**config.mk**
```make
export PLATFORM = sky130hd
export DESIGN_NAME = tdst_ctrl
export DESIGN_NICKNAME = d
export VERILOG_FILES = /design/src/hw/rtl/tdst_pkg.sv /design/src/hw/rtl/tdst_ctrl.sv
export VERILOG_INCLUDE_DIRS = /design/src /design/src/hw/rtl
export SDC_FILE = /design/constraint.sdc
export NUM_CORES = 1
export LEC_CHECK = 0
export BUFFER_PORTS_ARGS = -buffer_cell sky130_fd_sc_hd__buf_4
export CAP_MARGIN = 15
export CORE_AREA = 2 2 39 41
export CTS_CLUSTER_SIZE = 40
export DETAILED_ROUTE_END_ITERATION = 10
export DIE_AREA = 0 0 41 43
export SYNTH_ARGS = -nofsm -noshare
export SYNTH_HDL_FRONTEND = slang
export SYNTH_SLANG_ARGS = --single-unit
```
**constraint.sdc**
```tcl
create_clock -name clock -period 4.8 [get_ports clock]
set_input_delay 0 -clock clock [delete_from_list [all_inputs] [get_ports clock]]
set_output_delay 0 -clock clock [all_outputs]
set_load 0.02 [all_outputs]
```
**src/hw/rtl/task_dependency_status_tracker_macros.svh**
```systemverilog
// ----------------------------------------------------------------------------
// Task dependency status tracker: assertion macros
// Concurrent assertion wrappers; empty when SYNTH is defined.
// ----------------------------------------------------------------------------
`ifndef TASK_DEPENDENCY_STATUS_TRACKER_MACROS_SVH
`define TASK_DEPENDENCY_STATUS_TRACKER_MACROS_SVH
`ifndef SYNTH
// assertion sampled on clk, switched off while rst is high
`define TDST_ASSERT(label, clk, rst, prop, msg) \
   label: assert property (@(posedge clk) disable iff (rst) prop) else $error(msg);
// assertion sampled on clk, also checked during reset
`define TDST_ASSERT_ALWAYS(label, clk, prop, msg) \
   label: assert property (@(posedge clk) prop) else $error(msg);
`else
`define TDST_ASSERT(label, clk, rst, prop, msg)
`define TDST_ASSERT_ALWAYS(label, clk, prop, msg)
`endif
`endif

```
**src/hw/rtl/tdst_pkg.sv**
```systemverilog
// ----------------------------------------------------------------------------
// tdst_pkg
// Shared types, codes and sizes of the task dependency status tracker.
// ----------------------------------------------------------------------------
package tdst_pkg;

   localparam int MAX_NODES   = 256;
   localparam int MAX_DEGREE  = 16;
   localparam int NODE_W      = 8;
   localparam int NCNT_W      = $clog2(MAX_NODES + 1);
   localparam int DEG_W       = $clog2(MAX_DEGREE + 1);
   localparam int DIDX_W      = $clog2(MAX_DEGREE);
   localparam int LIST_AW     = NODE_W + DIDX_W;
   localparam int LCNT_W      = 13;
   localparam int LINK_W      = 12;

   localparam logic [3:0] ST_RUNNING = 4'b0001;
   localparam logic [3:0] ST_READY   = 4'b0010;
   localparam logic [3:0] ST_ENABLED = 4'b0100;
   localparam logic [3:0] ST_DONE    = 4'b1000;

   typedef enum logic [2:0] {
      OP_ADD_NODE  = 3'd0,
      OP_ADD_LINK  = 3'd1,
      OP_SET_BITS  = 3'd2,
      OP_CLR_BITS  = 3'd3,
      OP_PROPAGATE = 3'd4
   } opcode_type;

   typedef enum logic [2:0] {
      ERR_OK         = 3'd0,
      ERR_BAD_INDEX  = 3'd1,
      ERR_TABLE_FULL = 3'd2,
      ERR_DEG_FULL   = 3'd3,
      ERR_NOT_DONE   = 3'd4
   } err_type;

   typedef enum logic [1:0] {
      EV_NONE,
      EV_EMIT,
      EV_WALK
   } ev_kind_type;

   typedef enum logic [3:0] {
      S_IDLE,
      S_READ,
      S_EVAL,
      S_W_RDS,
      S_W_RDST,
      S_W_CHK,
      S_W_RDP,
      S_W_RDPS,
      S_W_PCHK,
      S_W_EMIT
   } state_type;

   typedef struct packed {
      logic load_req;
      logic rd_first;
      logic eval_commit;
      logic walk_start;
      logic rd_succ;
      logic rd_snode;
      logic chk_s;
      logic rd_pred;
      logic rd_pstat;
      logic chk_p;
      logic walk_emit;
   } cmd_type;

   typedef struct packed {
      ev_kind_type ev_kind;
      logic        out_free;
      logic        s_blocked;
      logic        pcnt_zero;
      logic        p_not_done;
      logic        j_last;
      logic        i_last;
   } sts_type;

endpackage

```
**src/hw/rtl/tdst_ctrl.sv**
```systemverilog
// ----------------------------------------------------------------------------
// tdst_ctrl
// Sequencer: steps each item through read, evaluate and successor walk.
// ----------------------------------------------------------------------------
`include "task_dependency_status_tracker_macros.svh"

module tdst_ctrl
   import tdst_pkg::*;
(
   input  logic    clock,
   input  logic    reset,
   input  logic    req_valid,
   output logic    req_ready,
   input  sts_type sts,
   output cmd_type cmd
);

   state_type state_ff, state_in;

   always_ff @(posedge clock) begin
      if (reset) begin
         state_ff <= S_IDLE;
      end else begin
         state_ff <= state_in;
      end
   end

   always_comb begin
      state_in = state_ff;
      unique case (state_ff)
         S_IDLE:   if (req_valid) state_in = S_READ;
         S_READ:   state_in = S_EVAL;
         S_EVAL: begin
            unique case (sts.ev_kind)
               EV_WALK: state_in = S_W_RDS;
               EV_EMIT: if (sts.out_free) state_in = S_IDLE;
               default: state_in = S_IDLE;
            endcase
         end
         S_W_RDS:  state_in = S_W_RDST;
         S_W_RDST: state_in = S_W_CHK;
         S_W_CHK: begin
            if (sts.s_blocked || sts.pcnt_zero) state_in = S_W_EMIT;
            else state_in = S_W_RDP;
         end
         S_W_RDP:  state_in = S_W_RDPS;
         S_W_RDPS: state_in = S_W_PCHK;
         S_W_PCHK: begin
            if (sts.p_not_done || sts.j_last) state_in = S_W_EMIT;
            else state_in = S_W_RDP;
         end
         S_W_EMIT: begin
            if (sts.out_free) state_in = sts.i_last ? S_IDLE : S_W_RDS;
         end
         default:  state_in = S_IDLE;
      endcase
   end

   always_comb begin
      cmd = '0;
      req_ready = (state_ff == S_IDLE);
      unique case (state_ff)
         S_IDLE:   cmd.load_req = req_valid;
         S_READ:   cmd.rd_first = 1'b1;
         S_EVAL: begin
            cmd.eval_commit = (sts.ev_kind == EV_EMIT) && sts.out_free;
            cmd.walk_start  = (sts.ev_kind == EV_WALK);
         end
         S_W_RDS:  cmd.rd_succ  = 1'b1;
         S_W_RDST: cmd.rd_snode = 1'b1;
         S_W_CHK:  cmd.chk_s    = 1'b1;
         S_W_RDP:  cmd.rd_pred  = 1'b1;
         S_W_RDPS: cmd.rd_pstat = 1'b1;
         S_W_PCHK: cmd.chk_p    = 1'b1;
         S_W_EMIT: cmd.walk_emit = sts.out_free;
         default:  cmd = '0;
      endcase
   end

   `TDST_ASSERT(a_commit_slot, clock, reset, cmd.eval_commit |-> sts.out_free, "commit without free output slot")
   `TDST_ASSERT(a_emit_slot, clock, reset, cmd.walk_emit |-> sts.out_free, "walk result without free output slot")
   `TDST_ASSERT(a_accept_read, clock, reset, (req_valid && req_ready) |=> (state_ff == S_READ), "accepted item not read")

endmodule

```
==> key figures, run 1 <==
Setup path
  • Critical Path RT: 4800 ps
  • CP max FO: 11
  • R2R Setup Slk: 3160 ps
  • Crit start category: flip-flop
  • Crit-path slowest cell: or4b_4
  • Cell Chain, Critical Path: or4b_4, nor4b_1, buf_4
  • Startpoint of the worst register-to-register path: state_ff[0]$_SDFFE_PP0P_
  • CP startpoint: state_ff[0]$_SDFFE_PP0P_
  • CP arrival: 1720 ps
  • Setup CP Type: reg2out
  • CP endpoint kind: output port
  • Max incr delay on CP: 610 ps
  • R2R cell count: 4
  • FF-to-FF End: state_ff[1]$_SDFFE_PP0P_

Synthesis
  • Cell variety after synth: 24
  • Proportion of netlist area held by the largest area contributor: 0.204
  • Cell count after synthesis: 53
  • Area leader, netlist: dfxtp_1
  • Synthesized Nets: 64
  • Adder-cell share of the synthesized area: 0
  • Synthesized cell area: 393 um^2
  • Number of synthesized flops with an enable pin: 0
  • YS warnings: 0
  • Mean Syn Cell Area: 7.41 um^2
  • Synth Flop Type: dfxtp_1
  • Count leader, synth: nor3_1
  • Top cells by count, synth: nor3_1 (8), nor2_1 (7), dfxtp_1 (4), inv_1 (4)
  • Synth area leaders: dfxtp_1 (20%), nor3_1 (10%), nor2_1 (6.7%), a211oi_1 (5.7%), nand2b_1 (4.8%)
  • Mux cell area share after synthesis: 0
  • Xor and xnor area share after synthesis: 0
  • Sequential share of the synthesized area: 0.204
  • Yosys reg bits: 4
  • Post-Synth Simple-Gate Area: 0.481
  • Ys async rst share: 0
  • Synth Area in Compound Gates: 0.210
  • Largest family of logic cells by synthesized area: simple AND/OR/NAND/NOR gates

Floorplanning
  • Cell Rows: 14
  • Io pins: 23
  • Total core area: 1380 um^2
  • Chip Width: 41 um
  • Die Y: 43 um
  • Die ar.: 1760 um^2
  • Starting Density: 0.284

Clocking
  • TritonCTS Buffers: 3
  • Worst skew pair latency: 240 ps
  • Root Buffer: clkbuf_4
  • CTS H-Tree Depth: 1
  • CTS tree: yes
  • Post-CTS setup buffers: 0
  • Clock buffer depth: 2
  • Clock transition at path regs: 40 ps
  • CTS sink cnt: 4

Min path
  • Hold_sp: sts[0]
  • Hold Path Sink: state_ff[0]$_SDFFE_PP0P_
  • Worst hold stages: 4
  • Min-delay worst type: in2reg

Finish
  • Nets: 88
  • Antenna cells: 0
  • Filler cell count: 154
  • Share of layout cells above drive strength 1: 0.400
  • Largest Register: state_ff
  • Area Growth Syn to Fin: 48.7%
  • Top flop regs: state_ff (4)
  • Post-layout util: 0.422
  • Max reg flops: 4
  • Reg area: 80.1 um^2
  • Footprint of the multi-input gates: 272 um^2

STA
  • # setup viols final: 0
  • Final hold slack: 113 ps
  • Final Hold Violating Endpoints: 0
  • Worst-Margin Slew: 476 ps
  • RSZ-0062 raised after global routing: false
  • Crit path time final: 1720 ps
  • Slew Limit Fails: 0
  • Skew final: 12.0 ps
  • Highest Clock Rate: 580 MHz
  • Rel. slew slack: 0.681
  • Period Utilization, post-route: 0.359
  • Setup tns final: 0 ps

Drt
  • Vias/cell: 5.20
  • Vias: 473
  • DRT Pass-1 Iters: 4
  • Drt total wl: 1040 um
  • Final ANT Viol Nets: 0
  • WL/cell: 11.5 um
  • Drc violations: 0
  • Drt initial violations: 7

Power
  • Combinational share of power: 0.593
  • Worst VDD drop: 0.000214 V
  • P_sw: 0.131 mW
  • Switching share of power: 0.472
  • Clock share of power: 0.155
  • PwrDens: 477 nW/um^2
  • Leak: 0.250 nW
  • Sequential fraction of design power: 0.252
  • P_int: 0.147 mW

GRT
  • First-pass GRT wire length: 1630 um
  • Vias in the first global route: 402
  • GRT Resource Usage Total: 0.136
  • Largest net degree at the start of global routing: 12
  • Initial antenna violation count: 0
  • Gr ovfl total: 0

Flow run
  • Max Cap Violations: 0

Place
  • Buffers on Ports: 22
  • DP Wirelength: 825 um
  • Placer Congestion: 0.693

Status
  • Status: completed
worst max-delay path by stage:
| stage | endpoint | slack (ps) | cells past startpoint |
|---|---|---|---|
| global route | cmd[8] | 3000 | 3 |
| floorplan | state_ff[0]$_SDFFE_PP0P_ | 3020 | 5 |
| detailed placement | state_ff[1]$_SDFFE_PP0P_ | 3150 | 4 |
| finish | cmd[8] | 3080 | 3 |
| global placement | state_ff[1]$_SDFFE_PP0P_ | 3190 | 4 |
| CTS | cmd[8] | 3070 | 3 |
routing by layer:
layer | wire length, um | global-route usage | vias to the layer above | part of all wire
met5 | 0 | 0 | - | 0
met4 | 0 | 0.0400 | 0 | 0
met3 | 93 | 0.0628 | 0 | 0.089
met2 | 500 | 0.206 | 20 | 0.48
met1 | 448 | 0.164 | 212 | 0.43
li1 | - | - | 241 | -
timing repair:
action	in CTS	in global routing
gates resized for setup	0	0
hold buffers	1	0
endpoints found under the hold margin	3	0
layout make-up:
cell class | count | area share
clock buffers | 3 | 0.0385
flip-flops and latches | 4 | 0.137
multi-input cells | 41 | 0.465
repair buffers | 23 | 0.300
well taps | 16 | 0.0343
inverters | 4 | 0.0257
worst max-delay path, delay by kind of cell (launching register included):
kind          cells  cell delay (ps)
buf+inv           1              200
flops             1              400
simple gates      2              880
placed cells by master, fill, tap and decap left out:
cell type	n
a211oi_1	3
a211oi_2	1
a21oi_1	2
a31oi_1	1
and2_1	1
buf_4	22
clkbuf_4	3
dfxtp_1	4
dlygate4sd3_1	1
inv_1	4
nand2_1	1
nand2b_1	3
nor2_1	7
nor3_1	8
nor3b_4	1
nor4_1	2
nor4b_1	1
nor4b_2	1
o211ai_1	1
o21ai_0	3
o221ai_1	1
or2_2	1
or2b_1	1
or4b_4	1
or4bb_1	1
power by group through the flow:
stage	Sequential [mW]	Combinational, mW	Clock, mW
2_1_floorplan	0.0478	0.139	0
3_3_place_gp	0.0702	0.165	0
3_5_place_dp	0.0701	0.165	0
4_1_cts	0.0691	0.167	0.0452
5_1_grt	0.0739	0.179	0.0496
6_report	0.0703	0.165	0.0431
kinds of logic after synthesis:
kind of cell / Yosys count
AND/OR/NAND/NOR: 29
buffers and inverters: 8
AO/OA/AOI/OAI: 12
flip-flops: 4
per-stage QoR:
| stage | instances | area [um^2] | setup slack [ps] | power [mW] |
|---|---|---|---|---|
| final | 91 | 584 | 3080 | 0.279 |
| after global routing | 91 | 584 | 3000 | 0.303 |
| after CTS | 91 | 584 | 3070 | 0.281 |
| after detailed placement | 87 | 552 | 3150 | 0.236 |
| after global placement | 87 | 552 | 3190 | 0.235 |
| after floorplan | 53 | 393 | 3020 | 0.186 |
(Power assumes the default switching activity.)
==> run 2, diff against run 1 <==
Settings changed: ABC_AREA set to 1.
Clock period 4.8 ns to 1.7 ns, I/O delays scaled along.
==> run 2 against run 1 <==
Compared with the run above: die area did not move; global-route usage rose by 1.5 points; register-to-register slack got worse by 2800 ps; final area grew 6.6%; count of clock-buffer cells in the layout unchanged; flip-flop and latch count unchanged; worst hold slack worse by 26 ps; synthesized cell count is 38% higher; area after synthesis grew 3.2%; critical path type unchanged.
==> key figures, run 2 <==
Flow run
  • Max Cap Violations: 0 (unchanged)

Synthesis
  • Mean Syn Cell Area: 5.55 um^2 (-25%)
  • Synthesized Nets: 84 (+31%)
  • Top cells by count, synth: inv_1 (17), nand2_1 (13), nor2_1 (12)
  • Area leader, netlist: dfxtp_1
  • Synthesized cell area: 405 um^2 (+3.2%)
  • Cell variety after synth: 18 (-25%)
  • Cell count after synthesis: 73 (+38%)
  • Count leader, synth: inv_1
  • Synth area leaders: dfxtp_1 (20%), inv_1 (16%), nand2_1 (12%), nor2_1 (11%), nand3_1 (7.4%)
  • Yosys reg bits: 4 (unchanged)
  • Sequential share of the synthesized area: 0.198 (-0.00629)
  • Number of synthesized flops with an enable pin: 0 (unchanged)
  • Ys async rst share: 0 (unchanged)
  • Synth Flop Type: dfxtp_1
  • Proportion of netlist area held by the largest area contributor: 0.198 (-0.00629)
  • YS warnings: 0 (unchanged)

STA
  • Rel. slew slack: 0.769 (+0.0883)
  • RSZ-0062 raised after global routing: false
  • Slew Limit Fails: 0 (unchanged)
  • Highest Clock Rate: 706 MHz
  • Worst-Margin Slew: 345 ps (-131 ps)
  • Skew final: 2.27 ps (-9.72 ps)
  • Crit path time final: 1420 ps
  • Final hold slack: 87.3 ps (-26.1 ps)
  • Setup tns final: 0 ps (unchanged)
  • # setup viols final: 0 (unchanged)
  • Period Utilization, post-route: 0.833
  • Final Hold Violating Endpoints: 0 (unchanged)

Drt
  • M1 wire length: 499 um (+11%)
  • Vias: 524 (+11%)
  • Drt initial violations: 9 (+2)
  • Drt total wl: 1130 um (+8.3%)
  • Final ANT Viol Nets: 0 (unchanged)
  • Top sig layer: met4
  • WL/cell: 9.82 um (-14%)
  • Met2 WL: 566 um (+13%)
  • DRT Pass-1 Iters: 4 (unchanged)
  • Met3 wire length: 59 um (-37%)
  • Drc violations: 0 (unchanged)
  • Vias/cell: 4.56 (-12%)

Clocking
  • Clock transition at path regs: 40 ps (about the same)
  • CTS sink cnt: 4 (unchanged)
  • CTS H-Tree Depth: 1 (unchanged)
  • Clock buffer depth: 2 (unchanged)
  • TritonCTS Buffers: 3 (unchanged)
  • Root Buffer: clkbuf_4
  • CTS tree: yes
  • Worst skew pair latency: 230 ps (about the same)

Min path
  • Min-delay worst type: in2reg
  • Worst hold stages: 4 (unchanged)

Floorplanning
  • Cell Rows: 14 (unchanged)
  • Total core area: 1380 um^2 (unchanged)
  • Die Y: 43 um (unchanged)
  • Starting Density: 0.293 (+0.00904)
  • Die ar.: 1760 um^2 (unchanged)
  • Io pins: 23 (unchanged)
  • Chip Width: 41 um (unchanged)

Place
  • Buffers on Ports: 22 (unchanged)
  • Inst Count DP: 111 (+28%)
  • DP Wirelength: 940 um (+14%)
  • Placer Congestion: 0.881 (+27%)

Power
  • Worst VDD drop: 0.000318 V (+48%)
  • PwrDens: 678 nW/um^2 (+42%)
  • Leak: 0.366 nW (+47%)
  • Total power: 0.422 mW (+51%)

Finish
  • Commonest non-fill, non-tap cells in the layout: buf_4 (22), inv_1 (17), nand2_1 (13)
  • Most common cell after layout, fill and taps aside: buf_4
  • Top flop regs: state_ff (4)
  • Post-Layout Cell Count: 115 (+26%)
  • Nets: 112 (+27%)
  • Largest Register: state_ff
  • Antenna cells: 0 (unchanged)
  • Share of layout cells above drive strength 1: 0.354 (-0.0465)
  • Area Growth Syn to Fin: 53.7%
  • Max reg flops: 4 (unchanged)

Setup path
  • Setup CP Type: reg2out
  • Cell Chain, Critical Path: inv_1, nor2_4, inv_1, nor4_1, buf_4
  • CP arrival: 1420 ps (-300 ps)
  • CP max FO: 6 (-5)
  • Crit-path slowest cell: dfxtp_1
  • Cell mode on critical path: inv_1
  • Critical Path RT: 1700 ps (-3100 ps)
  • R2R cell count: 7 (+3)
  • Crit start category: flip-flop
  • Max incr delay on CP: 340 ps (-270 ps)
  • CP endpoint kind: output port

GRT
  • GRT Resource Usage Total: 0.151 (+0.0152)
  • Gr ovfl total: 0 (unchanged)
  • Vias in the first global route: 451 (+12%)
  • Largest net degree at the start of global routing: 7 (-5)
  • First-pass GRT wire length: 1790 um (+10%)
  • Initial antenna violation count: 0 (unchanged)

Status
  • Status: completed
-- run 2: cell count changes in the layout (fill, tap and decap cells not counted), sizes merged, moves of 2 or more --
cell    previous run  this run
nor4b              2         0
nor2               7        17
nand3              0         6
a211oi             4         0
nand2b             3         0
nand2              1        14
nor3               8         3
inv                4        18
a21oi              2         4
-- run 2: metrics by stage --
step / cell area, um^2 / utilization / setup slack, ps
after floorplan: 405 / - / 347
after global placement: 591 / 0.427 / 362
after detailed placement: 591 / 0.427 / 411
after CTS: 623 / 0.450 / 304
after global routing: 623 / 0.450 / 213
final: 623 / 0.450 / 283
-- run 2: routing by layer --
| layer | vias to the layer above | global-route usage |
|---|---|---|
| met5 | - | 0 |
| met3 | 2 | 0.0314 |
| li1 | 278 | - |
| met4 | 0 | 0.100 |
| met1 | 229 | 0.200 |
| met2 | 15 | 0.209 |
-- run 2: final timing paths --
path                            startpoint                  endpoint  slack [ps]
setup reg to reg  state_ff[1]$_SDFFE_PP0P_  state_ff[0]$_SDFFE_PP0P_         370
hold / removal                      sts[5]  state_ff[1]$_SDFFE_PP0P_          90
hold reg to reg   state_ff[3]$_SDFFE_PP0P_  state_ff[2]$_SDFFE_PP0P_         650
setup / recovery  state_ff[0]$_SDFFE_PP0P_                    cmd[0]         280
-- run 2: power breakdown --
part	total [mW]	switching [mW]	internal, mW
Combinational	0.197	0.123	0.0742
Sequential	0.113	0.00971	0.103
Clock	0.112	0.0339	0.0786
Total	0.422	0.166	0.256
-- run 2: repair_timing --
| item | in CTS | in global routing |
|---|---|---|
| gates resized for setup | 0 | 0 |
| setup buffers | 0 | 0 |
| hold buffers | 1 | 0 |
| endpoints found under the hold margin | 4 | 0 |
-- run 2: critical path: cells and delay by family (launching register included) --
kind          cells  cell delay [ps]
buf+inv           3              430
simple gates      2              410
flops             1              340
-- run 2: final cells by class --
| class | instances | area (um^2) |
|---|---|---|
| clock buffer | 3 | 22.5 |
| inverter | 18 | 67.6 |
| fill | 146 | 761 |
| timing repair buffer | 23 | 175 |
| multi-input combinational | 51 | 258 |
| tap | 16 | 20.0 |
| sequential | 4 | 80.1 |
-- run 2: kinds of logic (layout without fill, tap and decap cells) --
kind of cell	after synthesis	after routing	synth area share
simple gates	44	44	0.540
buf+inv	18	44	0.167
compound gates	7	7	0.0957
flops	4	4	0.198
